--- src/rtl/core/decctr_pkg.sv ---
// ----------------------------------------------------------------------------
// decctr_pkg
// shared widths, register indexes and sequencer states of the decaying
// event counter
// ----------------------------------------------------------------------------
package decctr_pkg;

  localparam int unsigned TIME_W    = 31;
  localparam int unsigned AMT_W     = 16;
  localparam int unsigned CFG_IDX_W = 3;

  localparam logic [CFG_IDX_W-1:0] CFG_MIN_THRESHOLD    = 3'd0;
  localparam logic [CFG_IDX_W-1:0] CFG_MAX_THRESHOLD    = 3'd1;
  localparam logic [CFG_IDX_W-1:0] CFG_DECAY_PERIOD     = 3'd2;
  localparam logic [CFG_IDX_W-1:0] CFG_CAPACITOR_ENABLE = 3'd3;
  localparam logic [CFG_IDX_W-1:0] CFG_LIMIT_ENABLE     = 3'd4;
  localparam logic [CFG_IDX_W-1:0] CFG_START_TIME       = 3'd5;

  typedef enum logic [2:0] {
    ST_IDLE,
    ST_DIV,
    ST_DECAY,
    ST_ADD,
    ST_DONE
  } decctr_state_e;

endpackage

--- src/rtl/core/decaying_event_counter.sv ---
// ----------------------------------------------------------------------------
// decaying_event_counter
// event counter whose count decays by elapsed time over a decay period
// ----------------------------------------------------------------------------
// Input beats (event_time_i, add_amount_i) are taken when in_valid_i is high
// and in_stall_o is low. in_stall_o stays high while one beat is in work.
// With decay active the elapsed time is divided by the decay period in a
// serial divider, one quotient bit per cycle. A beat runs through accept,
// divide, decay, add and commit steps; without decay the divider is skipped.
// The result beat (in_window_o, stored_count_o) sits in an output register
// with out_valid_o; while out_stall_i holds it, a finished beat waits in the
// commit step and the count is not updated until the register frees.
// Configuration writes (cfg_we_i, cfg_idx_i, cfg_data_i) take effect at once
// and must be made only while idle; the block does not enforce this. Writing
// start_time also loads the last update time. Reset clears the configuration
// registers, the count and the last update time, and leaves no result pending.
// ----------------------------------------------------------------------------
module decaying_event_counter
  import decctr_pkg::*;
#(
  parameter int unsigned COUNT_WIDTH = 31
) (
  input  logic                 clk_i,
  input  logic                 rst_ni,
  input  logic                 cfg_we_i,
  input  logic [CFG_IDX_W-1:0] cfg_idx_i,
  input  logic [TIME_W-1:0]    cfg_data_i,
  input  logic                 in_valid_i,
  output logic                 in_stall_o,
  input  logic [TIME_W-1:0]    event_time_i,
  input  logic [AMT_W-1:0]     add_amount_i,
  output logic                 out_valid_o,
  input  logic                 out_stall_i,
  output logic                 in_window_o,
  output logic [TIME_W-1:0]    stored_count_o
);

  localparam int unsigned WIDE_W = ((COUNT_WIDTH > TIME_W) ? COUNT_WIDTH : TIME_W) + 1;
  localparam logic [WIDE_W-1:0] CMAX_W = WIDE_W'({COUNT_WIDTH{1'b1}});

  // configuration registers
  logic [TIME_W-1:0] min_q, max_q, period_q;
  logic              cap_en_q, lim_en_q;

  // state
  logic [COUNT_WIDTH-1:0] count_q;
  logic [TIME_W-1:0]      last_q;

  // beat in work
  decctr_state_e          state_q, state_d;
  logic [TIME_W-1:0]      now_q, mn_q, mx_q;
  logic [AMT_W-1:0]       amt_q;
  logic                   cap_q, lim_q, neg_q, go_q, qnz_q;
  logic [COUNT_WIDTH-1:0] work_q;
  logic [WIDE_W-1:0]      mxp1_q;

  // result register
  logic                   out_valid_q;
  logic                   window_q;
  logic [TIME_W-1:0]      out_count_q;

  // sequencer outputs
  logic accept, div_start, commit;

  // accept-time logic
  logic              swap, cap_now;
  logic [TIME_W-1:0] mn_now, mx_now, mag;
  logic              neg_now, go_now;

  // divider
  logic              div_done;
  logic [TIME_W-1:0] quot;

  // datapath steps
  logic [WIDE_W-1:0]      q_eff, cnt_w, mx_w, mn_w, sum_up, sum_add, mxp1_raw;
  logic [COUNT_WIDTH-1:0] decayed, added, final_cnt;
  logic                   window_now;

  assign swap    = (min_q != '0) && (max_q != '0) && (max_q < min_q);
  assign mn_now  = swap ? max_q : min_q;
  assign mx_now  = swap ? min_q : max_q;
  assign cap_now = cap_en_q && (mn_now > TIME_W'(1));
  assign neg_now = event_time_i < last_q;
  assign mag     = neg_now ? (last_q - event_time_i) : (event_time_i - last_q);
  assign go_now  = (period_q != '0) && (last_q != '0) && (count_q != '0);

  decctr_divider u_div (
    .clk_i      (clk_i),
    .rst_ni     (rst_ni),
    .start_i    (div_start),
    .dividend_i (mag),
    .divisor_i  (period_q),
    .done_o     (div_done),
    .quotient_o (quot)
  );

  // next state
  always_comb begin
    state_d = state_q;
    case (state_q)
      ST_IDLE: begin
        if (in_valid_i) begin
          state_d = go_now ? ST_DIV : ST_DECAY;
        end
      end
      ST_DIV: begin
        if (div_done) begin
          state_d = ST_DECAY;
        end
      end
      ST_DECAY: state_d = ST_ADD;
      ST_ADD:   state_d = ST_DONE;
      ST_DONE: begin
        if (!out_valid_q || !out_stall_i) begin
          state_d = ST_IDLE;
        end
      end
      default: state_d = ST_IDLE;
    endcase
  end

  // sequencer outputs
  always_comb begin
    in_stall_o = (state_q != ST_IDLE);
    accept     = (state_q == ST_IDLE) && in_valid_i;
    div_start  = accept && go_now;
    commit     = (state_q == ST_DONE) && (!out_valid_q || !out_stall_i);
  end

  always_ff @(posedge clk_i or negedge rst_ni) begin
    if (!rst_ni) begin
      state_q <= ST_IDLE;
    end else begin
      state_q <= state_d;
    end
  end

  // decay, add and window steps
  assign q_eff    = go_q ? WIDE_W'(quot) : '0;
  assign cnt_w    = WIDE_W'(work_q);
  assign mx_w     = WIDE_W'(mx_q);
  assign mn_w     = WIDE_W'(mn_q);
  assign sum_up   = cnt_w + q_eff;
  assign sum_add  = cnt_w + WIDE_W'(amt_q);
  assign mxp1_raw = mx_w + WIDE_W'(1);

  always_comb begin
    if (neg_q) begin
      decayed = (sum_up > CMAX_W) ? COUNT_WIDTH'(CMAX_W) : COUNT_WIDTH'(sum_up);
    end else begin
      decayed = (q_eff >= cnt_w) ? '0 : COUNT_WIDTH'(cnt_w - q_eff);
    end
  end

  always_comb begin
    if (sum_add > CMAX_W) begin
      added = COUNT_WIDTH'(CMAX_W);
    end else begin
      added = COUNT_WIDTH'(sum_add);
    end
    if (lim_q && (WIDE_W'(added) > mx_w)) begin
      added = COUNT_WIDTH'(mxp1_q);
    end
  end

  assign window_now = (cnt_w >= mn_w) && ((mx_q == '0) || (cnt_w <= mx_w));
  assign final_cnt  = (cap_q && (cnt_w >= mn_w)) ? '0 : work_q;

  // beat registers
  always_ff @(posedge clk_i) begin
    if (accept) begin
      now_q  <= event_time_i;
      amt_q  <= add_amount_i;
      mn_q   <= mn_now;
      mx_q   <= mx_now;
      cap_q  <= cap_now;
      lim_q  <= lim_en_q && (mx_now != '0) && !cap_now;
      neg_q  <= neg_now;
      go_q   <= go_now;
      work_q <= count_q;
    end else if (state_q == ST_DECAY) begin
      work_q <= decayed;
      qnz_q  <= (q_eff != '0);
      mxp1_q <= (mxp1_raw > CMAX_W) ? CMAX_W : mxp1_raw;
    end else if (state_q == ST_ADD) begin
      work_q <= added;
    end
  end

  // result payload
  always_ff @(posedge clk_i) begin
    if (commit) begin
      window_q <= window_now;
      if (work_q != count_q) begin
        out_count_q <= TIME_W'(final_cnt);
      end else begin
        out_count_q <= TIME_W'(count_q);
      end
    end
  end

  always_ff @(posedge clk_i or negedge rst_ni) begin
    if (!rst_ni) begin
      out_valid_q <= 1'b0;
    end else if (commit) begin
      out_valid_q <= 1'b1;
    end else if (!out_stall_i) begin
      out_valid_q <= 1'b0;
    end
  end

  // configuration and counter state
  always_ff @(posedge clk_i or negedge rst_ni) begin
    if (!rst_ni) begin
      min_q    <= '0;
      max_q    <= '0;
      period_q <= '0;
      cap_en_q <= 1'b0;
      lim_en_q <= 1'b0;
      count_q  <= '0;
      last_q   <= '0;
    end else begin
      if (cfg_we_i) begin
        case (cfg_idx_i)
          CFG_MIN_THRESHOLD:    min_q    <= cfg_data_i;
          CFG_MAX_THRESHOLD:    max_q    <= cfg_data_i;
          CFG_DECAY_PERIOD:     period_q <= cfg_data_i;
          CFG_CAPACITOR_ENABLE: cap_en_q <= cfg_data_i[0];
          CFG_LIMIT_ENABLE:     lim_en_q <= cfg_data_i[0];
          CFG_START_TIME:       last_q   <= cfg_data_i;
          default: ;
        endcase
      end
      if (commit) begin
        if (work_q != count_q) begin
          count_q <= final_cnt;
        end
        if ((work_q != count_q) || qnz_q) begin
          last_q <= now_q;
        end
      end
    end
  end

  assign out_valid_o    = out_valid_q;
  assign in_window_o    = window_q;
  assign stored_count_o = out_count_q;

endmodule

--- src/rtl/core/decctr_divider.sv ---
// ----------------------------------------------------------------------------
// decctr_divider
// restoring divider, one quotient bit per cycle; the quotient stays valid
// from the cycle after done_o until the next start
// ----------------------------------------------------------------------------
module decctr_divider
  import decctr_pkg::*;
(
  input  logic              clk_i,
  input  logic              rst_ni,
  input  logic              start_i,
  input  logic [TIME_W-1:0] dividend_i,
  input  logic [TIME_W-1:0] divisor_i,
  output logic              done_o,
  output logic [TIME_W-1:0] quotient_o
);

  localparam int unsigned STEP_W = $clog2(TIME_W);
  localparam logic [STEP_W-1:0] STEP_LAST = STEP_W'(TIME_W - 1);

  logic              busy_q, busy_d;
  logic [STEP_W-1:0] step_q, step_d;
  logic [TIME_W-1:0] rem_q, quo_q, dvs_q;
  logic [TIME_W:0]   trial, diff;
  logic              ge;

  assign trial = {rem_q, quo_q[TIME_W-1]};
  assign ge    = trial >= {1'b0, dvs_q};
  assign diff  = trial - {1'b0, dvs_q};

  always_comb begin
    busy_d = busy_q;
    step_d = step_q;
    if (start_i) begin
      busy_d = 1'b1;
      step_d = '0;
    end else if (busy_q) begin
      step_d = step_q + STEP_W'(1);
      if (step_q == STEP_LAST) begin
        busy_d = 1'b0;
      end
    end
  end

  always_ff @(posedge clk_i or negedge rst_ni) begin
    if (!rst_ni) begin
      busy_q <= 1'b0;
      step_q <= '0;
    end else begin
      busy_q <= busy_d;
      step_q <= step_d;
    end
  end

  always_ff @(posedge clk_i) begin
    if (start_i) begin
      rem_q <= '0;
      quo_q <= dividend_i;
      dvs_q <= divisor_i;
    end else if (busy_q) begin
      rem_q <= ge ? diff[TIME_W-1:0] : trial[TIME_W-1:0];
      quo_q <= {quo_q[TIME_W-2:0], ge};
    end
  end

  assign done_o     = busy_q && (step_q == STEP_LAST);
  assign quotient_o = quo_q;

endmodule
--- config.mk ---
export PLATFORM = sky130hd
export DESIGN_NAME = decaying_event_counter
export DESIGN_NICKNAME = d
export VERILOG_FILES = /design/src/rtl/core/decctr_pkg.sv /design/src/rtl/core/decaying_event_counter.sv /design/src/rtl/core/decctr_divider.sv
export SDC_FILE = /design/constraint.sdc
export NUM_CORES = 1
export LEC_CHECK = 0
export ABC_AREA = 1
export BUFFER_PORTS_ARGS = -buffer_cell sky130_fd_sc_hd__buf_2
export CORE_UTILIZATION = 38
export CTS_BUF_LIST = sky130_fd_sc_hd__clkbuf_16
export DETAILED_ROUTE_END_ITERATION = 7
export MAX_ROUTING_LAYER = met4
export PLACE_DENSITY = 0.52
export SYNTH_ARGS = -nofsm -noshare
export SYNTH_HDL_FRONTEND = slang
export SYNTH_HIERARCHICAL = 1
export SYNTH_SLANG_ARGS = --single-unit
--- constraint.sdc ---
create_clock -name clk_i -period 6.6 [get_ports clk_i]
set_input_delay 0.99 -clock clk_i [delete_from_list [all_inputs] [get_ports clk_i]]
set_output_delay 0.99 -clock clk_i [all_outputs]
set_load 0.01 [all_outputs]
### Word level (Yosys, flattened, before mapping)

Index checks and enable logic that the tools add are counted.

* logic and storage cells: 135
* output and inout port bits: 34
* register bits after elaboration: 468
* bits of input ports: 86

* $add $sub $neg: 8
* reduce and logical (&&, ||, !) cells: 40
* $lt $le $gt $ge: 11
* bitwise gates (word level): 1
* muxes and demuxes: 33
* equal/unequal tests: 15

Operators by type and width (count)
* 31-bit two-way mux: 21
* 31-bit nonzero test: 6
* 31-bit subtractor: 4
* 32-bit by 31-bit greater-than comparator with 1-bit output, second input constant: 3
* 31-bit greater-or-equal comparator: 2
* 31-bit less-than comparator: 2
* 31-bit by 1-bit adder with 32-bit output, second input constant: 1
* 31-bit by 16-bit adder with 32-bit output: 1
* 31-bit by 31-bit adder with 32-bit output: 1
* 32-bit by 31-bit greater-or-equal comparator with 1-bit output: 1
* 32-bit nonzero test: 1
* 31-bit by 1-bit greater-than comparator with 1-bit output, second input constant: 1
* 31-bit greater-than comparator: 1
* 31-bit less-or-equal comparator: 1
* 31-bit logical NOT: 1
* 31-bit != test: 1
* 3-bit case mux with 5 select lines: 1
* 1-bit logical AND: 14
* 3-bit by 2-bit equality test with 1-bit output, second input constant: 4
* 2-bit AND reduction: 6
* 5-bit two-way mux: 2
* 3-bit equality test, second input constant: 3
* 3-bit two-way mux: 3
* 3-bit by 1-bit equality test with 1-bit output, second input constant: 2
* 13 further kinds: 25

### Logic depth before layout (Yosys ltp)

* depth in word-level cells: 9
* gate-level depth with buffers: 28
* depth with buffers taken out: 26

### Cells and area by module

Netlist, hierarchy kept.

By module, submodules not included
* decaying_event_counter: instances 1, seq. area each 10274.9 um2, cells an instance 3973, area each 28833.9 um2
* decctr_divider: instances 1, seq. area each 2632.5 um2, cells an instance 968, area each 6707.7 um2

### Worst setup path after synthesis

No wires, ideal clock.

* path type: in2reg
* start: input port in_valid_i
* end: register u_div.quo_q[0], in the netlist u_div/quotient_o[0], enable pin
* stages on the path: 9
* buffers on the path: 3
* slack: 0.840 ns
* setup time: 0.408 ns
* arrival time: 5.352 ns
* data required time: 6.192 ns
* path through: inv_1 nor2_1 clkbuf_1 inv_1 nor3_1 clkbuf_1 nor2_1 inv_1 clkbuf_1

* cells in the longest elaborated chain, start to end: 3

Ends and longest elaborated chain
* from (decl): RTL line decaying_event_counter.sv:28 `input logic in_valid_i,`
* 1-bit logical AND: RTL line decaying_event_counter.sv:125 `accept = (state_q == ST_IDLE) && in_valid_i;`
* 1-bit logical AND: RTL line decaying_event_counter.sv:126 `div_start = accept && go_now;`
* via div_start: RTL line decaying_event_counter.sv:63 `logic accept, div_start, commit;`
* 2-bit nonzero test (no line)
* to (signal assigned): RTL line decctr_divider.sv:58 `quo_q <= dividend_i;`
* to (signal assigned): RTL line decctr_divider.sv:62 `quo_q <= {quo_q[TIME_W-2:0], ge};`
* to (decl): RTL line decctr_divider.sv:23 `logic [TIME_W-1:0] rem_q, quo_q, dvs_q;`

The timed path passes the listed nets, and every way through them passes these cells.
A chain may end at the register's enable or synchronous reset.

### Worst setup path in the final report

* start: register work_q[13]
* end: register work_q[26] (data pin)

* cells in the longest elaborated chain, start to end: 9
* elaborated cells on any way between the ends: 16
* classes of those cells: add/sub: 3; order compare: 4; mux: 8; reduce/logical: 1

Ends and longest elaborated chain
* from (decl): RTL line decaying_event_counter.sv:54 `logic [COUNT_WIDTH-1:0] work_q;`
* from (signal assigned): RTL line decaying_event_counter.sv:180 `work_q <= count_q;`
* from (signal assigned): RTL line decaying_event_counter.sv:182 `work_q <= decayed;`
* 31-bit by 16-bit adder with 32-bit output: RTL line decaying_event_counter.sv:144 `assign sum_add = cnt_w + WIDE_W'(amt_q);`
* 32-bit by 31-bit greater-than comparator with 1-bit output: RTL line decaying_event_counter.sv:156 `if (sum_add > CMAX_W) begin`
* 31-bit two-way mux: RTL line decaying_event_counter.sv:156
* 31-bit greater-than comparator: RTL line decaying_event_counter.sv:161 `if (lim_q && (WIDE_W'(added) > mx_w)) begin`
* 1-bit logical AND: RTL line decaying_event_counter.sv:161
* 31-bit two-way mux: RTL line decaying_event_counter.sv:161
* 31-bit two-way mux: RTL line decaying_event_counter.sv:185 `end else if (state_q == ST_ADD) begin`
* 31-bit two-way mux *: RTL line decaying_event_counter.sv:181 `end else if (state_q == ST_DECAY) begin`
* 31-bit two-way mux *: RTL line decaying_event_counter.sv:171 `if (accept) begin`

Mark *: on every way between the ends. The rest lies on a longest branch, timed or not. The select of a mux whose other input is x is not followed.

==> impl_metrics.env <==
export IMPL_io_pins=120
export IMPL_grt_pass1_vias=31400
export IMPL_worst_pin_slew_ns=1.10
export IMPL_setup_violations=0
export IMPL_routed_wl_mm=139
export IMPL_final_hold_viol_count=0
export IMPL_utilization=0.428
export IMPL_period_share=0.849
export IMPL_overflow=0
export IMPL_drc_errors=0
export IMPL_cts_inserted_buffers=57
export IMPL_grt_pass1_wl_mm=204
export IMPL_synthArstFlopShare=0.357
export IMPL_arrival_ns=6.02
export IMPL_p_leak_uw=0.0196
export IMPL_tns_ns=0
export IMPL_clockBufferDepth=3
export IMPL_endpoint_kind="register"
export IMPL_clkTransAtPathRegs_ns=0.06
export IMPL_rsz0062_at_grt="no"
export IMPL_place_area_um2=37500
export IMPL_wl_met1_mm=60.9
export IMPL_drv_cap=0
export IMPL_max_vdd_ir_drop_v=0.000291
export IMPL_slew_violations=0
export IMPL_syn_area_per_cell_um2=7.19
export IMPL_critPathRequiredTime_ns=7.01
export IMPL_crit_path_start_kind="register"
export IMPL_vias_per_cell=5.24
export IMPL_synth_main_ff_cell="edfxtp_1"
export IMPL_num_vias=33100
export IMPL_synth_seq_cells=468
export IMPL_synth_common_cells="1532 x nand2_1, 691 x inv_1, 365 x o21ai_0"
export IMPL_syn_num_nets=5330
export IMPL_dr_wl_met3_mm=7.29
export IMPL_synth_most_common_cell="nand2_1"
export IMPL_whs_ns=0.368
export IMPL_portBuffers=119
export IMPL_drt_pass1_iterations=6
export IMPL_area_growth_pct=11.0
export IMPL_power_density_nw_per_um2=582
export IMPL_met2_length_mm=64.1
export IMPL_routed_top_layer="met4"
export IMPL_worstSkewPairLatency_ns=0.67
export IMPL_synthTopCellsByArea="edfxtp_1 23%, nand2_1 16%, dfrtp_1 12%"
export IMPL_core_um2=92200
export IMPL_num_nets_final=5412
export IMPL_postCtsSetupBuffers=0
export IMPL_ant_nets=0
export IMPL_slew_headroom=0.269
export IMPL_status="complete, no violations"
export IMPL_tritoncts="done"
export IMPL_drive_gt1_frac=0.0641
export IMPL_globalRouteTotalUtil=0.300
export IMPL_stdcell_area_um2=39500
export IMPL_ys_warn_count=6
export IMPL_post_drt_wl_per_cell_um=22.0
export IMPL_netlist_area_um2=35500
export IMPL_cts_sinks=468
export IMPL_synth_edf_count=270
export IMPL_globalplace_congestion=1.01
export IMPL_synth_cell_types=61
export IMPL_cts_root_buffer="clkbuf_16"
export IMPL_std_cell_rows=111
export IMPL_r2r_start="work_q[13]$_DFFE_PP_"
export IMPL_synthCells=4941
export IMPL_hp_class="in2async"
export IMPL_crit_type="reg2reg"
export IMPL_cp_startpoint="work_q[13]$_DFFE_PP_"
export IMPL_synth_top_area_cell="edfxtp_1"
export IMPL_finalClockSkew_ns=0.0383
export IMPL_ctsHtreeMaxLevel=2
export IMPL_synth_top_cell_area_share=0.228
export IMPL_die_area_um2=94800
export IMPL_die_h_um=308
export IMPL_grt_max_degree=67
export IMPL_hold_buffers=0
export IMPL_dp_hpwl_mm=111
export IMPL_period_needed_ns=5.60
export IMPL_ys_seq_area_frac=0.363
export IMPL_die_width_um=308
export IMPL_antenna_found_initial=4
export IMPL_drt_iter0_drc=2932
export IMPL_max_freq_mhz=178
export IMPL_start_util=0.385
export IMPL_crit_fanout=24
export IMPL_ctsResizeCount=0
export IMPL_power_uw=23000
export IMPL_fillers=9820
[stage by stage]
step,setup slack [ns],cells
4_1_cts,1.04,6312
3_3_place_gp,1.08,6207
2_1_floorplan,0.840,4941
5_1_grt,0.498,6314
6_report,0.997,6315
3_5_place_dp,1.05,6207
[cell usage in the layout (no fill, tap or decap), types with 20 or more instances in the layout]
cell type | Yosys | final
nor4_1 | 44 | 44
inv_1 | 691 | 698
nand4_1 | 90 | 90
clkbuf_16 | 0 | 57
o21ai_0 | 365 | 365
dfxtp_1 | 31 | 31
edfxtp_1 | 270 | 270
o211ai_1 | 27 | 27
xnor2_1 | 37 | 37
nor3_1 | 44 | 42
buf_4 | 5 | 51
xor2_1 | 105 | 105
nand2_1 | 1532 | 1529
ha_1 | 297 | 297
nand3_1 | 258 | 256
dfrtp_1 | 167 | 167
buf_2 | 34 | 118
nor2_1 | 355 | 351
o21bai_1 | 28 | 28
a21o_1 | 20 | 20
a21oi_1 | 271 | 270
[metal layers]
metal / GRT usage / vias to the layer above
met4: 0.127 / 0
met1: 0.383 / 15500
met5: - / -
li1: - / 16300
met3: 0.0319 / 268
met2: 0.481 / 1047
[final cells by class]
| cell class | count | area (um^2) | area share |
|---|---|---|---|
| Sequential cell | 468 | 12900 | 0.327 |
| Clock buffer | 57 | 1430 | 0.0362 |
| Multi-Input combinational cell | 3624 | 19400 | 0.491 |
| Tap cell | 1243 | 1560 | 0.0394 |
| Timing Repair Buffer | 170 | 987 | 0.0250 |
| Clock inverter | 48 | 547 | 0.0139 |
| Inverter | 702 | 2640 | 0.0668 |
| Antenna cell | 3 | 7.51 | 0.000190 |
[logic make-up (layout without fill, tap and decap cells)]
group / after synthesis / after routing / share of synthesized area
AO/OA/AOI/OAI: 780 / 780 / 0.119
flip-flops: 468 / 468 / 0.363
other: 0 / 3 / 0
multiplexers: 1 / 1 / 0.000282
XOR/XNOR: 142 / 142 / 0.0350
buffers and inverters: 849 / 977 / 0.0927
adder cells (fa/ha/maj): 303 / 303 / 0.108
AND/OR/NAND/NOR: 2398 / 2398 / 0.282
[state kept, by name (all words and copies together), names as in the netlist, 3 cells and up]
name / cells
last_q: 31
stored_count_o: 31
period_q: 31
min_q: 31
u_div/dvs_q: 31
mn_q: 31
u_div/quotient_o: 31
u_div/rem_q: 31
amt_q: 16
max_q: 31
state_q: 3
u_div/step_q: 5
mxp1_q: 31
work_q: 31
mx_q: 31
now_q: 31
count_q: 31
[power by group]
part | internal (uW) | switching, uW | total [uW] | leakage (uW)
clock network | 1980 | 1400 | 3380 | 0.000977
registers | 4420 | 1020 | 5430 | 0.00493
logic | 4480 | 9670 | 14100 | 0.0137
[critical path: stages, from the launching register on]
cell and delay [ns]:
edfxtp_1 0.57, ha_1 0.44, nand2_1 0.11, nor2_1 0.15, nor3b_1 0.30, nand4_1 0.14, nand3_1 0.37, nand3_1 0.16
inv_1 0.10, nand2_1 0.59, nand3_1 0.38, ha_1 0.29, nand4_1 0.09, inv_1 0.05, nand2_1 0.11, inv_1 0.09
a21oi_1 0.18, nand2_1 0.07, nand2_1 0.08, clkinv_1 0.54, nor2_1 0.30, nor2_1 0.06, nor2_1 0.09, nand2_1 0.05
[path summary, 6_finish.rpt]
check / end / slack (ns) / cells after the start
max in group asynchronous: last_q[9]$_DFF_PN0_ / 4.97 / 2
min in group clk_i: u_div/dvs_q[26]$_DFFE_PP_ / 0.47 / 0
worst min-delay path: max_q[7]$_DFFE_PN0P_ / 0.37 / 1
worst max register to register: work_q[26]$_DFFE_PP_ / 1.0 / 23
worst max-delay path: work_q[26]$_DFFE_PP_ / 1.0 / 23
worst min register to register: u_div/dvs_q[26]$_DFFE_PP_ / 0.47 / 0
Note: power is estimated with default switching activity, not from simulation.
